## config.mk

```make
export PLATFORM = sky130hd
export DESIGN_NAME = tag_ordered_result_bus_queue
export DESIGN_NICKNAME = d
export VERILOG_FILES = /design/src/rtl/core/torbq_pkg.sv /design/src/rtl/core/torbq_ram.sv /design/src/rtl/core/torbq_datapath.sv /design/src/rtl/core/torbq_ctrl.sv /design/src/rtl/core/tag_ordered_result_bus_queue.sv
export VERILOG_INCLUDE_DIRS = /design/src /design/src/rtl/core
export SDC_FILE = /design/constraint.sdc
export NUM_CORES = 2
export LEC_CHECK = 0
export BUFFER_PORTS_ARGS = -buffer_cell sky130_fd_sc_hd__buf_4
export CORE_MARGIN = 4
export CORE_UTILIZATION = 52
export CTS_CLUSTER_SIZE = 8
export DETAILED_ROUTE_END_ITERATION = 12
export HOLD_SLACK_MARGIN = 0.03
export PLACE_DENSITY = 0.69
export SLEW_MARGIN = 25
export SYNTH_ARGS = -nofsm -noshare
export SYNTH_HDL_FRONTEND = slang
export SYNTH_HIERARCHICAL = 1
export SYNTH_SLANG_ARGS = --single-unit
```

## constraint.sdc

```tcl
create_clock -name i_clk -period 22.7 [get_ports i_clk]
set_input_delay 2.27 -clock i_clk [delete_from_list [all_inputs] [get_ports i_clk]]
set_output_delay 2.27 -clock i_clk [all_outputs]
set_load 0.1 [all_outputs]
```

## src/rtl/core/tag_ordered_result_bus_queue_defines.svh

```systemverilog
// Assertion macros shared by the tag-ordered result bus queue RTL.
// Depends on nothing; the including module must have i_clk and i_rst_n.
`ifndef TAG_ORDERED_RESULT_BUS_QUEUE_DEFINES_SVH
`define TAG_ORDERED_RESULT_BUS_QUEUE_DEFINES_SVH

// The consequent must hold in the same cycle as the antecedent.
`define TORBQ_ASSERT_SAME(label, ante, cons, msg) \
    label: assert property (@(posedge i_clk) disable iff (!i_rst_n) (ante) |-> (cons)) \
        else $error(msg);

// The consequent must hold in the cycle after the antecedent.
`define TORBQ_ASSERT_NEXT(label, ante, cons, msg) \
    label: assert property (@(posedge i_clk) disable iff (!i_rst_n) (ante) |=> (cons)) \
        else $error(msg);

`endif

```

## src/rtl/core/torbq_pkg.sv

```systemverilog
// Package for the tag-ordered result bus queue: sizes, payload structs and the
// command and status structs between controller and datapath. No dependencies.
package torbq_pkg;

    localparam int QUEUE_SLOTS = 16;
    localparam int ROB_ENTRIES = 16;
    localparam int VALUE_BITS  = 64;

    localparam int PTR_W   = $clog2(QUEUE_SLOTS);
    localparam int TAG_W   = 4;
    localparam int ROB_W   = $clog2(ROB_ENTRIES);
    localparam int WORD_W  = 64;
    localparam int OCC_W   = 4;
    localparam int ENTRY_W = TAG_W + VALUE_BITS;

    typedef enum logic [1:0] {
        REQ_ENQUEUE = 2'd0,
        REQ_SQUASH  = 2'd1,
        REQ_TICK    = 2'd2
    } t_req_code;

    typedef struct packed {
        logic [1:0]        req_type;
        logic [TAG_W-1:0]  tag;
        logic [WORD_W-1:0] value;
        logic [TAG_W-1:0]  rob_front;
        logic [TAG_W-1:0]  rob_rear;
    } t_req;

    typedef struct packed {
        logic              status;
        logic              bus_valid;
        logic [TAG_W-1:0]  bus_tag;
        logic [WORD_W-1:0] bus_value;
        logic [OCC_W-1:0]  occupancy;
    } t_result;

    typedef struct packed {
        logic [TAG_W-1:0]      tag;
        logic [VALUE_BITS-1:0] value;
    } t_entry;

    typedef enum logic [1:0] {
        RD_PREV_IDX  = 2'd0,
        RD_PREV_TAIL = 2'd1,
        RD_HEAD      = 2'd2
    } t_rd_sel;

    typedef struct packed {
        logic    latch;
        logic    set_full;
        logic    idx_init;
        t_rd_sel rd_sel;
        logic    wr_shift;
        logic    wr_new;
        logic    tail_back;
        logic    bus_load;
        logic    bus_squash;
    } t_cmd;

    typedef struct packed {
        logic [1:0] req_type;
        logic       full;
        logic       empty;
        logic       idx_at_head;
        logic       prev_tail_at_head;
        logic       shift_ok;
        logic       younger_rd;
    } t_stat;

endpackage

```

## src/rtl/core/torbq_ram.sv

```systemverilog
// Generic single-port-write, single-port-read RAM with a registered read.
// Depends on nothing.
module torbq_ram #(
    parameter int WIDTH = 8,
    parameter int DEPTH = 16
) (
    input  logic                     i_clk,
    input  logic                     i_we,
    input  logic [$clog2(DEPTH)-1:0] i_waddr,
    input  logic [WIDTH-1:0]         i_wdata,
    input  logic [$clog2(DEPTH)-1:0] i_raddr,
    output logic [WIDTH-1:0]         o_rdata
);

    logic [WIDTH-1:0] r_mem [DEPTH];
    logic [WIDTH-1:0] r_rdata;

    always_ff @(posedge i_clk) begin
        if (i_we) begin
            r_mem[i_waddr] <= i_wdata;
        end
        r_rdata <= r_mem[i_raddr];
    end

    assign o_rdata = r_rdata;

endmodule

```

## src/rtl/core/torbq_datapath.sv

```systemverilog
// Datapath of the result bus queue: slot memory, pointers, bus register and age test.
// Depends on torbq_pkg and torbq_ram.
module torbq_datapath import torbq_pkg::*; (
    input  logic    i_clk,
    input  logic    i_rst_n,
    input  t_req    i_req,
    input  t_cmd    i_cmd,
    output t_stat   o_stat,
    output t_result o_result
);

    localparam logic [PTR_W-1:0] LAST_SLOT = PTR_W'(QUEUE_SLOTS - 1);
    localparam logic [ROB_W:0]   ROB_SIZE  = (ROB_W + 1)'(ROB_ENTRIES);
    localparam logic [PTR_W:0]   SLOT_SIZE = (PTR_W + 1)'(QUEUE_SLOTS);

    function automatic logic [PTR_W-1:0] slot_next(input logic [PTR_W-1:0] p);
        return (p == LAST_SLOT) ? '0 : p + 1'b1;
    endfunction

    function automatic logic [PTR_W-1:0] slot_prev(input logic [PTR_W-1:0] p);
        return (p == '0) ? LAST_SLOT : p - 1'b1;
    endfunction

    function automatic logic [ROB_W:0] rob_dist(input logic [TAG_W-1:0] x,
                                                input logic [TAG_W-1:0] f);
        logic [ROB_W:0] s;
        s = (ROB_W + 1)'(x) + ROB_SIZE - (ROB_W + 1)'(f);
        if (s >= ROB_SIZE) begin
            s = s - ROB_SIZE;
        end
        return s;
    endfunction

    function automatic logic is_younger(input logic [TAG_W-1:0] a,
                                        input logic [TAG_W-1:0] b,
                                        input logic [TAG_W-1:0] f,
                                        input logic [TAG_W-1:0] r);
        logic [ROB_W:0] da;
        logic [ROB_W:0] db;
        logic [ROB_W:0] len;
        da  = rob_dist(a, f);
        db  = rob_dist(b, f);
        len = rob_dist(r, f);
        return (da < db) && (db < len);
    endfunction

    t_req                  r_req;
    logic [PTR_W-1:0]      r_head;
    logic [PTR_W-1:0]      r_tail;
    logic [PTR_W-1:0]      r_idx;
    logic                  r_status;
    logic                  r_bus_holds;
    logic [TAG_W-1:0]      r_bus_tag;
    logic [VALUE_BITS-1:0] r_bus_value;

    logic [PTR_W-1:0]   w_prev_idx;
    logic [PTR_W-1:0]   w_prev_tail;
    logic [PTR_W-1:0]   w_raddr;
    logic [ENTRY_W-1:0] w_rdata;
    t_entry             w_rd_entry;
    t_entry             w_wr_entry;
    logic [PTR_W:0]     w_occ;

    assign w_prev_idx  = slot_prev(r_idx);
    assign w_prev_tail = slot_prev(r_tail);
    assign w_rd_entry  = t_entry'(w_rdata);

    always_comb begin
        case (i_cmd.rd_sel)
            RD_PREV_IDX:  w_raddr = w_prev_idx;
            RD_PREV_TAIL: w_raddr = w_prev_tail;
            RD_HEAD:      w_raddr = r_head;
            default:      w_raddr = r_head;
        endcase
    end

    always_comb begin
        if (i_cmd.wr_shift) begin
            w_wr_entry = w_rd_entry;
        end else begin
            w_wr_entry.tag   = r_req.tag;
            w_wr_entry.value = r_req.value[VALUE_BITS-1:0];
        end
    end

    torbq_ram #(
        .WIDTH(ENTRY_W),
        .DEPTH(QUEUE_SLOTS)
    ) u_slots (
        .i_clk  (i_clk),
        .i_we   (i_cmd.wr_shift | i_cmd.wr_new),
        .i_waddr(r_idx),
        .i_wdata(w_wr_entry),
        .i_raddr(w_raddr),
        .o_rdata(w_rdata)
    );

    always_ff @(posedge i_clk) begin
        if (i_cmd.latch) begin
            r_req <= i_req;
        end
        if (i_cmd.idx_init) begin
            r_idx <= r_tail;
        end else if (i_cmd.wr_shift) begin
            r_idx <= w_prev_idx;
        end
    end

    always_ff @(posedge i_clk) begin
        if (!i_rst_n) begin
            r_head      <= '0;
            r_tail      <= '0;
            r_status    <= 1'b0;
            r_bus_holds <= 1'b0;
            r_bus_tag   <= '0;
            r_bus_value <= '0;
        end else begin
            if (i_cmd.latch) begin
                r_status <= 1'b0;
            end else if (i_cmd.set_full) begin
                r_status <= 1'b1;
            end
            if (i_cmd.wr_new) begin
                r_tail <= slot_next(r_tail);
            end else if (i_cmd.tail_back) begin
                r_tail <= w_prev_tail;
            end
            if (i_cmd.bus_load) begin
                r_head      <= slot_next(r_head);
                r_bus_holds <= 1'b1;
                r_bus_tag   <= w_rd_entry.tag;
                r_bus_value <= w_rd_entry.value;
            end else if (i_cmd.bus_squash && r_bus_holds &&
                         is_younger(r_req.tag, r_bus_tag, r_req.rob_front, r_req.rob_rear)) begin
                r_bus_holds <= 1'b0;
            end
        end
    end

    assign o_stat.req_type          = r_req.req_type;
    assign o_stat.full              = (slot_next(r_tail) == r_head);
    assign o_stat.empty             = (r_head == r_tail);
    assign o_stat.idx_at_head       = (r_idx == r_head);
    assign o_stat.prev_tail_at_head = (w_prev_tail == r_head);
    assign o_stat.shift_ok          = (w_rd_entry.tag >= r_req.tag);
    assign o_stat.younger_rd        = is_younger(r_req.tag, w_rd_entry.tag,
                                                 r_req.rob_front, r_req.rob_rear);

    assign w_occ = (r_tail >= r_head) ? (PTR_W + 1)'(r_tail) - (PTR_W + 1)'(r_head)
                                      : (PTR_W + 1)'(r_tail) + SLOT_SIZE - (PTR_W + 1)'(r_head);

    assign o_result.status    = r_status;
    assign o_result.bus_valid = r_bus_holds;
    assign o_result.bus_tag   = r_bus_holds ? r_bus_tag : '0;
    assign o_result.bus_value = r_bus_holds ? WORD_W'(r_bus_value) : '0;
    assign o_result.occupancy = w_occ[OCC_W-1:0];

endmodule

```

## src/rtl/core/torbq_ctrl.sv

```systemverilog
// Controller of the result bus queue: sequences enqueue shifts, squash walks and ticks.
// Depends on torbq_pkg and the assertion macros header.
`include "tag_ordered_result_bus_queue_defines.svh"

module torbq_ctrl import torbq_pkg::*; (
    input  logic  i_clk,
    input  logic  i_rst_n,
    input  logic  i_start,
    input  t_stat i_stat,
    output t_cmd  o_cmd,
    output logic  o_busy,
    output logic  o_done
);

    typedef enum logic [2:0] {
        S_IDLE,
        S_DISPATCH,
        S_ENQ_CHK,
        S_ENQ_CMP,
        S_SQ_CHK,
        S_SQ_CMP,
        S_TICK_WR
    } t_state;

    t_state r_state;
    t_state n_state;
    logic   r_busy;
    logic   n_busy;
    logic   r_done;
    logic   n_done;

    always_comb begin
        n_state = r_state;
        n_busy  = r_busy;
        n_done  = 1'b0;
        o_cmd   = '0;
        o_cmd.rd_sel = RD_HEAD;
        case (r_state)
            S_IDLE: begin
                if (i_start && !r_busy) begin
                    o_cmd.latch = 1'b1;
                    n_busy  = 1'b1;
                    n_state = S_DISPATCH;
                end
            end
            S_DISPATCH: begin
                case (i_stat.req_type)
                    REQ_ENQUEUE: begin
                        if (i_stat.full) begin
                            o_cmd.set_full = 1'b1;
                            n_state = S_IDLE;
                            n_busy  = 1'b0;
                            n_done  = 1'b1;
                        end else begin
                            o_cmd.idx_init = 1'b1;
                            n_state = S_ENQ_CHK;
                        end
                    end
                    REQ_SQUASH: begin
                        if (i_stat.empty) begin
                            n_state = S_IDLE;
                            n_busy  = 1'b0;
                            n_done  = 1'b1;
                        end else begin
                            n_state = S_SQ_CHK;
                        end
                    end
                    REQ_TICK: begin
                        if (i_stat.empty) begin
                            n_state = S_IDLE;
                            n_busy  = 1'b0;
                            n_done  = 1'b1;
                        end else begin
                            o_cmd.rd_sel = RD_HEAD;
                            n_state = S_TICK_WR;
                        end
                    end
                    default: begin
                        n_state = S_IDLE;
                        n_busy  = 1'b0;
                        n_done  = 1'b1;
                    end
                endcase
            end
            S_ENQ_CHK: begin
                if (i_stat.idx_at_head) begin
                    o_cmd.wr_new = 1'b1;
                    n_state = S_IDLE;
                    n_busy  = 1'b0;
                    n_done  = 1'b1;
                end else begin
                    o_cmd.rd_sel = RD_PREV_IDX;
                    n_state = S_ENQ_CMP;
                end
            end
            S_ENQ_CMP: begin
                if (i_stat.shift_ok) begin
                    o_cmd.wr_shift = 1'b1;
                    n_state = S_ENQ_CHK;
                end else begin
                    o_cmd.wr_new = 1'b1;
                    n_state = S_IDLE;
                    n_busy  = 1'b0;
                    n_done  = 1'b1;
                end
            end
            S_SQ_CHK: begin
                if (i_stat.prev_tail_at_head) begin
                    o_cmd.bus_squash = 1'b1;
                    n_state = S_IDLE;
                    n_busy  = 1'b0;
                    n_done  = 1'b1;
                end else begin
                    o_cmd.rd_sel = RD_PREV_TAIL;
                    n_state = S_SQ_CMP;
                end
            end
            S_SQ_CMP: begin
                if (i_stat.younger_rd) begin
                    o_cmd.tail_back = 1'b1;
                    n_state = S_SQ_CHK;
                end else begin
                    o_cmd.bus_squash = 1'b1;
                    n_state = S_IDLE;
                    n_busy  = 1'b0;
                    n_done  = 1'b1;
                end
            end
            S_TICK_WR: begin
                o_cmd.bus_load = 1'b1;
                n_state = S_IDLE;
                n_busy  = 1'b0;
                n_done  = 1'b1;
            end
            default: begin
                n_state = S_IDLE;
                n_busy  = 1'b0;
            end
        endcase
    end

    always_ff @(posedge i_clk) begin
        if (!i_rst_n) begin
            r_state <= S_IDLE;
            r_busy  <= 1'b0;
            r_done  <= 1'b0;
        end else begin
            r_state <= n_state;
            r_busy  <= n_busy;
            r_done  <= n_done;
        end
    end

    assign o_busy = r_busy;
    assign o_done = r_done;

    `TORBQ_ASSERT_SAME(a_done_not_busy, r_done, !r_busy, "Result strobe while still busy.")
    `TORBQ_ASSERT_NEXT(a_accept_sets_busy, i_start && !r_busy, r_busy, "Accepted item did not set busy.")
    `TORBQ_ASSERT_NEXT(a_done_single, r_done, !r_done, "Result strobe lasted more than one cycle.")
    `TORBQ_ASSERT_SAME(a_busy_matches_state, r_busy, r_state != S_IDLE, "Busy outside a working state.")
    `TORBQ_ASSERT_SAME(a_cmp_after_chk, r_state == S_ENQ_CMP, $past(r_state) == S_ENQ_CHK, "Compare without read.")

endmodule

```

## src/rtl/core/tag_ordered_result_bus_queue.sv

```systemverilog
// Tag-ordered result bus queue: a request is accepted when i_start is high and o_busy low.
// A refused (full-queue), unused or empty-queue request ends at dispatch; a tick loads the head
// entry onto the bus; an enqueue or squash walks the queue one entry at a time until a compare or
// the head ends the walk. Only one request is in flight at a time; the next may be accepted in the
// strobe cycle. The slot memory has one read port, so each shift or squash step takes a read
// and a compare. Reset (synchronous, active low) empties the queue and the bus; o_done is not stallable.
module tag_ordered_result_bus_queue import torbq_pkg::*; (
    input  logic    i_clk,
    input  logic    i_rst_n,
    input  logic    i_start,
    input  t_req    i_req,
    output logic    o_busy,
    output logic    o_done,
    output t_result o_result
);

    t_cmd  w_cmd;
    t_stat w_stat;

    torbq_ctrl u_ctrl (
        .i_clk  (i_clk),
        .i_rst_n(i_rst_n),
        .i_start(i_start),
        .i_stat (w_stat),
        .o_cmd  (w_cmd),
        .o_busy (o_busy),
        .o_done (o_done)
    );

    torbq_datapath u_datapath (
        .i_clk   (i_clk),
        .i_rst_n (i_rst_n),
        .i_req   (i_req),
        .i_cmd   (w_cmd),
        .o_stat  (w_stat),
        .o_result(o_result)
    );

endmodule
```

==> summary.txt <==
Outcome
  – Status: completed

Synth
  – Cells taking the most area after synthesis: sky130_fd_sc_hd__edfxtp_1 70%, sky130_fd_sc_hd__mux4_2 12%, sky130_fd_sc_hd__dfxtp_1 6.0%
  – Synthesized instance count: approximately 2,500
  – Area share of the largest cell type after synthesis: a little over two thirds
  – Netlist area before placement: 50,400 sq um
  – Top cells by instance count after synthesis: 1,170 x sky130_fd_sc_hd__edfxtp_1, 272 x sky130_fd_sc_hd__mux4_2, 151 x sky130_fd_sc_hd__dfxtp_1
  – Post-synth EDFFs: 1,170
  – Synthesized-area fraction occupied by ao, oa, aoi and oai cells: 3.05%
  – Post-synthesis share of cell area spent on and, or, nand and nor gates: between 3 and 4%
  – Post-synthesis share of cell area spent on xor and xnor gates: less than 1%
  – FFs w/ async S/R, synth: 0%
  – Fraction of the mapped netlist area in adder cells: around 1.2%
  – Average instance area after synthesis: between 20 and 25 sq um
  – Dominant cell by count in the synthesized netlist: sky130_fd_sc_hd__edfxtp_1
  – Synthesized Nets: around 2,600
  – Largest area contributor in the netlist: sky130_fd_sc_hd__edfxtp_1
  – Proportion of synthesized area in mux cells: between 10% and 20%
  – Ys flop type: sky130_fd_sc_hd__edfxtp_1
  – Count of unique library cells instantiated by Yosys: 67
  – Main combinational cell family by area after synthesis: multiplexers
  – Share of synthesized area occupied by flip-flops and latches: around three quarters
  – Syn. warnings: 6
  – Count of state elements after synthesis: around 1,300

GRT
  – Vias in the first global route: ~26,000
  – Busiest layer in global routing: met2
  – Global-route met3 utilization: 3.85%
  – Wire length of the first global-routing pass: 171 mm
  – Antenna violations before repair: 3
  – Met1 Usage GRT: 32.2%
  – Total track usage: a little under a quarter
  – Met2 layer usage reported by global route: between 30 and 40%
  – Grt ovf: 0
  – Maximum number of pins on one net before global-route repair: 137

Detailed routing
  – Total detailed-routing wirelength: about 110 mm
  – Antenna Violating Nets Remaining: 0
  – Routed wire length per instance: about 27 um
  – Vias after detailed routing: roughly 25,000
  – TritonRoute pass-1 iters: 5
  – DRT iter0 DRCs: 2,820
  – Drc violations: 0
  – Vias per cell: just over 6

Setup path
  – Required time reported for the critical path endpoint: 23,310 ps
  – Critical path class: register to register
  – Kind of capture point of the worst setup path: register
  – Largest fanout of any net on the critical path: between 100 and 150
  – Register-to-register setup slack: ~17,000 ps
  – RR Endpoint: u_datapath/u_slots/o_rdata[40]
  – Launching element type of the critical path: register
  – Crit. Startpoint: u_datapath/r_tail[1]
  – Slowest stage cell on the critical path: sky130_fd_sc_hd__buf_4
  – Slowest stage delay, CP: around 900 ps
  – Critical Path AT: just under 6000 ps
  – Worst reg2reg path startpoint: u_datapath/r_tail[1]
  – Most Frequent Cell on Critical Path: sky130_fd_sc_hd__inv_1
  – Series of cell instances along the critical path: inv_1 -> ha_1 -> o21bai_1 -> a21oi_1 -> a41oi_1 -> xor2_1 -> nor3_1 -> or3_1 -> inv_1 -> mux2i_1 -> nor2_1 -> a21oi_4 -> buf_12 -> buf_4 -> mux4_2 -> a22oi_1 -> nand2_1
  – Register-to-Register Path Depth: 17

Die
  – Width of the die: 319 um
  – I/O pin cnt: about 160
  – Area enclosed by the die boundary: approximately 100,000 sq um
  – Starting utilization of the core area: a little over half
  – Floorplan core area: between 90,000 and 100,000 sq um
  – Die extent in y: roughly 320 um
  – Core Rows: between 100 and 150

Final layout
  – Syn-to-layout area delta: 15.9%
  – Post-route non-filler standard cell count: between 4,000 and 5,000
  – Final-stage net count: roughly 2,900
  – Final standard cell area without fillers: approximately 58,000 sq um
  – Share of cells above drive strength 1: between 20% and 30%
  – Utilization after layout: 61.2%

Placed design
  – DP Area: around 53,000 sq um
  – Post-detail-place hpwl: about 57 mm
  – Global placement routability congestion: roughly 0.80
  – Placed cells: approximately 3,800
  – Number of input and output port buffers inserted: approximately 160

Min path
  – Start point of the worst min-delay path: u_datapath/r_bus_value[18]
  – Cell count of the worst hold path: 2
  – Sink of the worst hold path: u_datapath/r_bus_value[18]
  – Hold crit path type: register to register

Power
  – Power per cell area: ~92 nW/um^2
  – Leak Pwr: 18.8 nW
  – Peak supply drop: around 0.074 mV

Timing
  – Worst-case clock skew: 22.9 ps
  – Number of hold violations in the final report: 0
  – Setup TNS: 0 ps
  – Number of endpoints failing setup at the final stage: 0
  – Worst max-slew margin expressed relative to the limit: roughly 30%
  – RSZ-0062 raised after global routing: no
  – Max-slew violation count: 0
  – Final period util: 23.4%
  – Top achievable clock speed: around 0.19 GHz
  – Actual slew at the worst max-slew pin: 1050 ps
  – Final critical-path required period: about 5300 ps
  – Fin Hold WS: roughly 480 ps

Clock tree
  – CTS tree: yes
  – Number of resized instances in the post-cts repair step: 0
  – Buffer cell driving the clock tree root: sky130_fd_sc_hd__clkbuf_16
  – Clock transition at the register clock pins on the worst setup and hold paths after CTS: 50 ps
  – Total of hold buffers inserted after clock tree synthesis: 0
  – Clock latency on the worst-skew pair: about 750 ps
  – Setup Fix Bufs, Post-CTS: 0
  – Buffer levels on the longest clock path: 3
  – Number of buffers inserted during clock tree synthesis: between 150 and 200
  – Sinks on Clock Net: 1,321
  – H-tree depth reported by CTS: 4

Run
  – Max-cap check violation count: 0
-- cells by family (layout without fill, tap and decap cells) --
logic type	count (synthesis)	after routing
fa+ha+maj	44	44
xor+xnor	21	21
compound gates	214	214
other cells	0	1
flops	1321	1321
buf+inv	176	578
simple gates	316	316
mux	413	413
-- metal layers --
| layer | vias up | share of wire [%] |
|---|---|---|
| li1 | 10675 | - |
| met1 | 13265 | 41 |
| met2 | 1102 | 49 |
| met3 | 173 | 7.4 |
| met4 | 0 | 1.7 |
| met5 | - | 0 |
-- worst max path at each step --
| stage | depth (start not counted) | to | slack, ps |
|---|---|---|---|
| 3_5_place_dp | 16 | u_datapath/u_slots/o_rdata[30] | 17230 |
| 3_3_place_gp | 16 | u_datapath/u_slots/o_rdata[32] | 17400 |
| 2_1_floorplan | 12 | u_datapath/u_slots/r_mem[0][0] | 15210 |
| 5_1_grt | 17 | u_datapath/u_slots/o_rdata[33] | 16930 |
| 4_1_cts | 16 | u_datapath/u_slots/o_rdata[30] | 17190 |
| 6_report | 17 | u_datapath/u_slots/o_rdata[40] | 17400 |
-- worst max-delay path: cells and delay by family, from the launching register on --
kind / cells / cell delay [ps]
mux: 2 / 640
xor+xnor: 1 / 180
flops: 1 / 360
compound gates: 5 / 870
simple gates: 4 / 660
buf+inv: 4 / 1930
fa+ha+maj: 1 / 250
-- flip-flops by register name (all words and copies together) (netlist names), 2 cells and up --
| signal | count |
|---|---|
| u_datapath/r_idx | 4 |
| u_datapath/r_bus_tag | 4 |
| u_datapath/o_stat | 2 |
| u_ctrl/r_state | 3 |
| u_datapath/u_slots/r_mem | 1088 |
| u_datapath/r_head | 4 |
| u_datapath/r_bus_value | 64 |
| u_datapath/r_req | 76 |
| u_datapath/u_slots/o_rdata | 68 |
| u_datapath/r_tail | 4 |
-- per-stage QoR --
step	worst slack (ps)	power, mW
floorplan	15210	2.87
global placement	17400	2.92
detailed placement	17230	2.93
CTS	17190	5.41
global route	16930	5.54
finish	17400	5.36
-- report_power, final --
group	leakage [nW]	internal [mW]	switching [mW]	total, mW
Combinational	4.55	0.0600	0.112	0.172
Sequential	11.8	2.70	0.0160	2.72
Clock	2.50	1.51	0.962	2.47
Total	18.8	4.27	1.09	5.36
-- area by class of cell --
cell class	instances	area, sq um
multi-input combinational	1008	11700
antenna	1	2.50
timing repair buffer	211	1640
clock buffer	315	5120
inverter	41	160
fill	6709	37100
clock inverter	11	126
tap	1265	1580
sequential	1321	38200
-- layout by cell type (no fill, tap or decap), drive strengths merged, types with 3 or more instances in the layout --
master,instances
nand3b,3
inv,47
xnor2,8
or3,3
fa,5
nor3,7
nor2,100
xor2,13
a211oi,7
mux4,272
edfxtp,1170
a221oi,3
clkbuf,315
and2,71
ha,38
nor2b,11
a31oi,3
a21o,6
nand2b,11
o21ai,17
nor3b,3
nand3,5
dfxtp,151
a22oi,136
a21oi,19
mux2i,76
buf,211
clkinv,5
nand2,88
mux2,65
o31ai,5
or2,3
Power figures use the tool's default switching activity.
